===== src/design/bpa_pkg.sv =====
// ----------------------------------------------------------------------------
// bpa_pkg
// Shared constants, codes and controller/datapath interface types of the
// bitmap page allocator.
// ----------------------------------------------------------------------------
package bpa_pkg;

	localparam int MAP_WORDS   = 2048;
	localparam int WORD_ADDR_W = (MAP_WORDS > 1) ? $clog2(MAP_WORDS) : 1;
	localparam int MAP_PAGES   = MAP_WORDS * 32;
	// page pointer and run length width, holds a store size plus one word
	localparam int CUR_W       = (WORD_ADDR_W + 6 > 18) ? WORD_ADDR_W + 6 : 18;
	// scan word counter width, holds MAP_WORDS and any limit / 32
	localparam int SW_W        = (WORD_ADDR_W + 1 > 12) ? WORD_ADDR_W + 1 : 12;

	localparam int CFG_W     = 17;
	localparam int CFG_IDX_W = 2;
	localparam int S_DATA_W  = 72;
	localparam int M_DATA_W  = 16;

	localparam logic [1:0] OP_ALLOC   = 2'd0;
	localparam logic [1:0] OP_FREE    = 2'd1;
	localparam logic [1:0] OP_RESERVE = 2'd2;

	localparam logic [CFG_IDX_W-1:0] REG_STRICT   = 2'd0;
	localparam logic [CFG_IDX_W-1:0] REG_MIN_PAGE = 2'd1;
	localparam logic [CFG_IDX_W-1:0] REG_MAX_PAGE = 2'd2;

	localparam logic [CFG_W-1:0] MAX_PAGE_RESET = 17'd65536;

	localparam logic [31:0] WORD_FULL  = 32'hffff_ffff;
	localparam logic [31:0] WORD_EMPTY = 32'h0;

	typedef enum logic [1:0] {
		ST_OK      = 2'd0,
		ST_NOMEM   = 2'd1,
		ST_BADARG  = 2'd2,
		ST_BADADDR = 2'd3
	} status_t;

	typedef enum logic [3:0] {
		S_CLEAR,
		S_IDLE,
		S_DECODE,
		S_SCAN_RD,
		S_SCAN_EVAL,
		S_SCAN_BIT,
		S_FOUND,
		S_MARK_RD,
		S_MARK_WR,
		S_RESP
	} state_t;

	typedef struct packed {
		logic    clr_step;
		logic    latch;
		logic    scan_init;
		logic    scan_read;
		logic    scan_word;
		logic    scan_bit;
		logic    scan_next;
		logic    mark_init_alloc;
		logic    mark_init_req;
		logic    mark_fill;
		logic    mark_read;
		logic    mark_write;
		logic    load_out;
		status_t out_status;
		logic    out_found;
	} ctrl_cmd_t;

	typedef struct packed {
		logic       clr_last;
		logic [1:0] op;
		logic       alloc_bad;
		logic       free_bad;
		logic       scan_done;
		logic       word_zero;
		logic       word_full;
		logic       full_hit;
		logic       bit_hit;
		logic       bit_last;
		logic       mark_done;
	} dp_stat_t;

endpackage


===== src/design/bpa_ctrl.sv =====
// ----------------------------------------------------------------------------
// bpa_ctrl
// Command sequencer: clearing pass, decode, word scan, bit scan, run marking
// and result hand-off.
// ----------------------------------------------------------------------------
module bpa_ctrl (
	input  logic              clk,
	input  logic              arst_n,
	input  logic              s_tvalid,
	output logic              s_tready,
	output logic              m_tvalid,
	input  logic              m_tready,
	input  bpa_pkg::dp_stat_t st,
	output bpa_pkg::ctrl_cmd_t cmd
);

	bpa_pkg::state_t  state_q, state_d;
	bpa_pkg::status_t rstat_q, rstat_d;
	logic             rfound_q, rfound_d;
	logic             out_valid_q;
	logic             out_free;

	assign out_free = !out_valid_q || m_tready;
	assign m_tvalid = out_valid_q;

	always_ff @(posedge clk or negedge arst_n) begin
		if (!arst_n) begin
			state_q     <= bpa_pkg::S_CLEAR;
			rstat_q     <= bpa_pkg::ST_OK;
			rfound_q    <= 1'b0;
			out_valid_q <= 1'b0;
		end else begin
			state_q  <= state_d;
			rstat_q  <= rstat_d;
			rfound_q <= rfound_d;
			if (cmd.load_out) begin
				out_valid_q <= 1'b1;
			end else if (m_tready) begin
				out_valid_q <= 1'b0;
			end
		end
	end

	// next state
	always_comb begin
		state_d  = state_q;
		rstat_d  = rstat_q;
		rfound_d = rfound_q;
		case (state_q)
			bpa_pkg::S_CLEAR: begin
				if (st.clr_last) begin
					state_d = bpa_pkg::S_IDLE;
				end
			end
			bpa_pkg::S_IDLE: begin
				if (s_tvalid) begin
					state_d = bpa_pkg::S_DECODE;
				end
			end
			bpa_pkg::S_DECODE: begin
				rfound_d = 1'b0;
				rstat_d  = bpa_pkg::ST_OK;
				case (st.op)
					bpa_pkg::OP_ALLOC: begin
						if (st.alloc_bad) begin
							rstat_d = bpa_pkg::ST_BADARG;
							state_d = bpa_pkg::S_RESP;
						end else begin
							state_d = bpa_pkg::S_SCAN_RD;
						end
					end
					bpa_pkg::OP_FREE: begin
						if (st.free_bad) begin
							rstat_d = bpa_pkg::ST_BADADDR;
							state_d = bpa_pkg::S_RESP;
						end else begin
							state_d = bpa_pkg::S_MARK_RD;
						end
					end
					bpa_pkg::OP_RESERVE: begin
						state_d = bpa_pkg::S_MARK_RD;
					end
					default: begin
						rstat_d = bpa_pkg::ST_BADARG;
						state_d = bpa_pkg::S_RESP;
					end
				endcase
			end
			bpa_pkg::S_SCAN_RD: begin
				if (st.scan_done) begin
					rstat_d = bpa_pkg::ST_NOMEM;
					state_d = bpa_pkg::S_RESP;
				end else begin
					state_d = bpa_pkg::S_SCAN_EVAL;
				end
			end
			bpa_pkg::S_SCAN_EVAL: begin
				if (st.word_zero) begin
					state_d = bpa_pkg::S_SCAN_RD;
				end else if (st.word_full) begin
					state_d = st.full_hit ? bpa_pkg::S_FOUND : bpa_pkg::S_SCAN_RD;
				end else begin
					state_d = bpa_pkg::S_SCAN_BIT;
				end
			end
			bpa_pkg::S_SCAN_BIT: begin
				if (st.bit_hit) begin
					state_d = bpa_pkg::S_FOUND;
				end else if (st.bit_last) begin
					state_d = bpa_pkg::S_SCAN_RD;
				end
			end
			bpa_pkg::S_FOUND: begin
				rfound_d = 1'b1;
				state_d  = bpa_pkg::S_MARK_RD;
			end
			bpa_pkg::S_MARK_RD: begin
				state_d = st.mark_done ? bpa_pkg::S_RESP : bpa_pkg::S_MARK_WR;
			end
			bpa_pkg::S_MARK_WR: begin
				state_d = bpa_pkg::S_MARK_RD;
			end
			bpa_pkg::S_RESP: begin
				if (out_free) begin
					state_d = bpa_pkg::S_IDLE;
				end
			end
			default: begin
				state_d = bpa_pkg::S_IDLE;
			end
		endcase
	end

	// outputs
	always_comb begin
		cmd      = '0;
		s_tready = 1'b0;
		case (state_q)
			bpa_pkg::S_CLEAR: begin
				cmd.clr_step = 1'b1;
			end
			bpa_pkg::S_IDLE: begin
				s_tready  = 1'b1;
				cmd.latch = s_tvalid;
			end
			bpa_pkg::S_DECODE: begin
				case (st.op)
					bpa_pkg::OP_ALLOC: begin
						cmd.scan_init = !st.alloc_bad;
					end
					bpa_pkg::OP_FREE: begin
						cmd.mark_init_req = !st.free_bad;
						cmd.mark_fill     = 1'b1;
					end
					bpa_pkg::OP_RESERVE: begin
						cmd.mark_init_req = 1'b1;
					end
					default: begin
						cmd.mark_fill = 1'b0;
					end
				endcase
			end
			bpa_pkg::S_SCAN_RD: begin
				cmd.scan_read = !st.scan_done;
			end
			bpa_pkg::S_SCAN_EVAL: begin
				cmd.scan_word = 1'b1;
				cmd.scan_next = st.word_zero || (st.word_full && !st.full_hit);
			end
			bpa_pkg::S_SCAN_BIT: begin
				cmd.scan_bit  = 1'b1;
				cmd.scan_next = !st.bit_hit && st.bit_last;
			end
			bpa_pkg::S_FOUND: begin
				cmd.mark_init_alloc = 1'b1;
			end
			bpa_pkg::S_MARK_RD: begin
				cmd.mark_read = !st.mark_done;
			end
			bpa_pkg::S_MARK_WR: begin
				cmd.mark_write = 1'b1;
			end
			bpa_pkg::S_RESP: begin
				cmd.load_out   = out_free;
				cmd.out_status = rstat_q;
				cmd.out_found  = rfound_q;
			end
			default: begin
				s_tready = 1'b0;
			end
		endcase
	end

endmodule


===== config.mk =====
export PLATFORM = sky130hd
export DESIGN_NAME = bpa_ctrl
export DESIGN_NICKNAME = d
export VERILOG_FILES = /design/src/design/bpa_pkg.sv /design/src/design/bpa_ctrl.sv
export SDC_FILE = /design/constraint.sdc
export NUM_CORES = 1
export LEC_CHECK = 0
export BUFFER_PORTS_ARGS = -buffer_cell sky130_fd_sc_hd__buf_2
export CORE_MARGIN = 5
export CORE_UTILIZATION = 40
export CTS_CLUSTER_SIZE = 28
export DETAILED_ROUTE_END_ITERATION = 16
export PLACE_DENSITY = 0.7
export SYNTH_ARGS = -nofsm -noshare
export SYNTH_HDL_FRONTEND = slang
export SYNTH_SLANG_ARGS = --single-unit

===== constraint.sdc =====
create_clock -name clk -period 1.85 [get_ports clk]
set_input_delay 0.37 -clock clk [delete_from_list [all_inputs] [get_ports clk]]
set_output_delay 0.37 -clock clk [all_outputs]
set_load 0.02 [all_outputs]

[After elaboration in Yosys (flattened, before gate mapping)]
Index checks and enable logic that the tools add are counted.
Storage, ports and cells
  logic and storage cells: 77
  bits in registers: 8
  output and inout bits: 18
  bits of input ports: 16
Cells by class
  reductions and logical operators: 19
  muxes and demuxes: 38
  eq/ne operators: 16
Operator list (count)
  2-to-1 mux 4 bit: 9
  case mux 4 bit (9 select lines): 1
  equality test 4 x 3 -> 1 bit (second input constant): 4
  2-to-1 mux 1 bit: 15
  case mux 4 bit (3 select lines): 1
  2-to-1 mux 3 bit: 3
  equality test 4 x 2 -> 1 bit (second input constant): 2
  equality test 4 bit (second input constant): 2
  2-to-1 mux 2 bit: 4
  != test 2 bit (second input constant): 4
  logical NOT 1 bit: 7
  case mux 1 bit (2 select lines): 3
  case mux 2 bit (3 select lines): 1
  nonzero test 2 bit: 3
  equality test 4 x 1 -> 1 bit (second input constant): 1
  logical NOT 4 bit: 1
  case mux 2 bit (2 select lines): 1
  AND reduction 4 bit: 1
  != test 3 bit (second input constant): 1
  equality test 2 x 1 -> 1 bit (second input constant): 1
  equality test 2 bit (second input constant): 1
  logical AND 1 bit: 2
  logical NOT 2 bit: 1
  logical OR 1 bit: 2
  2 further kinds: 2

[Logic depth before layout (Yosys ltp)]
  depth after elaboration: 4
  gate-level depth with buffers: 5
  mapped depth without buffers: 5

[Least setup slack after synthesis]
Ideal clock, no wire load.
  path kind: reg-to-output
  start point: register state_q[3]
  end point: output cmd[9] in the netlist's numbering
  path buffers: 1
  arrival time: 1848 ps
  path slack: -368 ps
  stages on the path, launching flop included: 5
  data required time: 1480 ps
  cell sequence: dfrtp_1 buf_2 inv_1 nand2_1 a2111oi_0
RTL lines
  start: declaration: RTL line bpa_ctrl.sv:17  | bpa_pkg::state_t state_q, state_d;
  start signal: assignment: RTL line bpa_ctrl.sv:28  | state_q <= bpa_pkg::S_CLEAR;
  start signal: assignment: RTL line bpa_ctrl.sv:33  | state_q <= state_d;
  end: declaration: RTL line bpa_ctrl.sv:14  | output bpa_pkg::ctrl_cmd_t cmd

==> metrics.txt <==
leakage power=0.5642 nW; TritonCTS clock tree=built; Nets=157; Post-DP HPWL=1613 um; RD Place Congestion=0.7675; Max Slew Vio Count=0; htree depth=1; Max-cap violations=0; # rows=15; sequential share of the synthesized area=0.2680; FILL cells=180; 1st-iter DRT viols=16; Mapped Cells=93; final setup fails=0; Post-route DRC=0; top post-synthesis cells by area=dfrtp_1 27%, ha_1 6.7%, nand2b_1 6.7%, inv_1 5.0%, nor2_1 4.5%; port bufs=33; Req. time, crit path=1480 ps; Synth Register Bits=8; area leader, netlist=dfrtp_1; Clock Latency Late Sink=260 ps; timing-limited maximum frequency=558.9 MHz; layout cells sized above 1=0.4889; top_reg_cell synth=dfrtp_1; post-synth top area share=0.2680; CTS buffer count=3; DRT Wirelength=2147 um; Async S/R FF share, synth=1.000; Syn Nets=113; Ys Warns=0; EDFF count, synth=0; vias in the first global route=760; Tmin final=1789 ps; setup slack after layout=60.83 ps; Tcrit/Tclk final=0.9671; CP max stage cell=dfrtp_2; CP endpoint kind=output pin; drt pass-1 iters=4; Ports=34; Avg Cell Area, Syn=8.032 um2; Clk pin slew, worst setup/hold paths=60 ps; met3 WL=101 um; Worst Tran Pin Value=277.9 ps; Via Count=837; Fin Clk Skew=7.849 ps; die area=2832 um2; met2 wire len=1109 um; core area=1745 um2; worst min path class=input port to register; die height=53.22 um; count of final hold-check violations=0; Final ANT Viol Nets=0; count of different cell masters after synthesis=36; final cell area excluding filler cells=1066 um2; CP Max Fanout=8; status=finished, final reports clean; initial core utilization=0.4280; Worst Path Class, Setup=register to output pin; Area growth syn-to-layout=42.71%; Max Root-Sink Buffers=2; Routed WL per cell=13.42 um; Worst setup SP type=register; Slew HR=0.8142; GRT Overall Usage=0.1501; placed cell area=938.4 um2; vias per inst=5.231; total clock sinks=8; initial antenna violation count=0; pre-CTS setup slack=169.4 ps; met1 wire length=917 um; highest metal used=met4; WHS=328.4 ps; CTS Root Buffer Type=clkbuf_4; Die X=53.22 um; Critical Path AT=1420 ps; first-pass GRT wire length=3194 um; Mapped Area=747.0 um2; VDD IR max=630.6 uV; crit-path cells=nand2b_2 > nor2_2 > and2_1 > buf_2; largest net degree at the start of global routing=12; global route total overflow=0; CP max stage delay=470 ps; pwr dens=1293 nW/um2; ant diodes=0
kinds of logic (layout without fill, tap and decap cells):
kind of cell,Yosys count,in the layout,share of synthesized area
flip-flops,8,8,0.2680
adder cells (fa/ha/maj),4,4,0.06700
AO/OA/AOI/OAI,27,27,0.2647
AND/OR/NAND/NOR,39,39,0.3049
buffers and inverters,15,57,0.09548
through the flow:
step	cells	utilization	setup TNS [ps]	power [mW]
global placement	149	0.5376	0	1.068
detailed placement	149	0.5376	0	1.080
floorplan	93	-	0	0.8782
finish	160	0.6108	0	1.379
global route	160	0.6108	-19.66	1.479
CTS	157	0.5792	0	1.291
where the power goes:
part / total, mW / leakage, nW / switching, mW / internal, mW
Clock: 0.135 / 0.0138 / 0.0602 / 0.0743
Sequential: 0.345 / 0.0972 / 0.0937 / 0.251
Combinational: 0.899 / 0.453 / 0.490 / 0.409
Total: 1.38 / 0.564 / 0.644 / 0.735
state kept, by name, summed over array words and instances (netlist names):
name,cells
state_q,4
rstat_q,2
rfound_q,1
m_tvalid,1
Yosys cell counts (2+ instances only):
cell type	number
nor3_1	5
nand2_1	2
inv_1	10
a21oi_1	5
nand2b_1	8
a21o_1	3
nor2_1	9
nor3b_1	3
o21a_1	2
and2_1	4
o21ai_0	3
ha_1	4
a31oi_1	2
buf_2	3
a221oi_1	2
dfrtp_1	8
area by class of cell:
cell class	instances	area, um2	area share
Multi-Input combinational cell	70	519.2	0.4871
Timing Repair Buffer	44	250.2	0.2347
Sequential cell	8	205.2	0.1925
Inverter	10	37.54	0.03521
Tap cell	25	31.28	0.02934
Clock buffer	3	22.52	0.02113
metal layers:
layer,GRT usage,vias to the layer above
li1,-,414
met1,0.1798,397
met2,0.2612,24
met3,0.03099,2
met4,0.05106,0
met5,0,-
path summary, 6_finish.rpt:
kind / depth (start not counted) / from / end / slack, ps
setup / recovery: 4 / state_q[2] / cmd[2] / 60
hold / removal: 3 / st[11] / state_q[0] / 330
setup reg to reg: 5 / state_q[0] / state_q[1] / 270
hold reg to reg: 1 / rstat_q[1] / rstat_q[1] / 480
max in group asynchronous: 2 / arst_n / state_q[3] / 1180
min in group asynchronous: 2 / arst_n / rfound_q / 480
worst max-delay path: cells and delay by family, from the launching register on:
| family | cells | cell delay, ps |
|---|---|---|
| and+or+nand+nor | 3 | 530 |
| DFF | 1 | 470 |
| buffers and inverters | 1 | 160 |
layout by cell type (no fill, tap or decap), types with 2 or more instances in the layout:
cell,count
a21o_1,3
a21oi_1,5
a221oi_1,2
a31oi_1,2
and2_1,4
buf_2,33
buf_4,10
clkbuf_4,3
dfrtp_1,4
dfrtp_2,4
ha_1,4
inv_1,9
nand2_2,2
nand2b_1,5
nand2b_4,3
nor2_1,8
nor2_2,2
nor3_1,3
nor3_2,2
nor3b_1,2
o21a_1,2
o21ai_0,3
repair_timing:
action / in CTS / in global routing
resized for setup: 6 / 8
hold endpoints to repair: 8 / 0
buffers inserted: 4 / 3
endpoints found under the setup margin: 10 / 8
hold buffers: 1 / 0
Power figures use the tool's default switching activity.
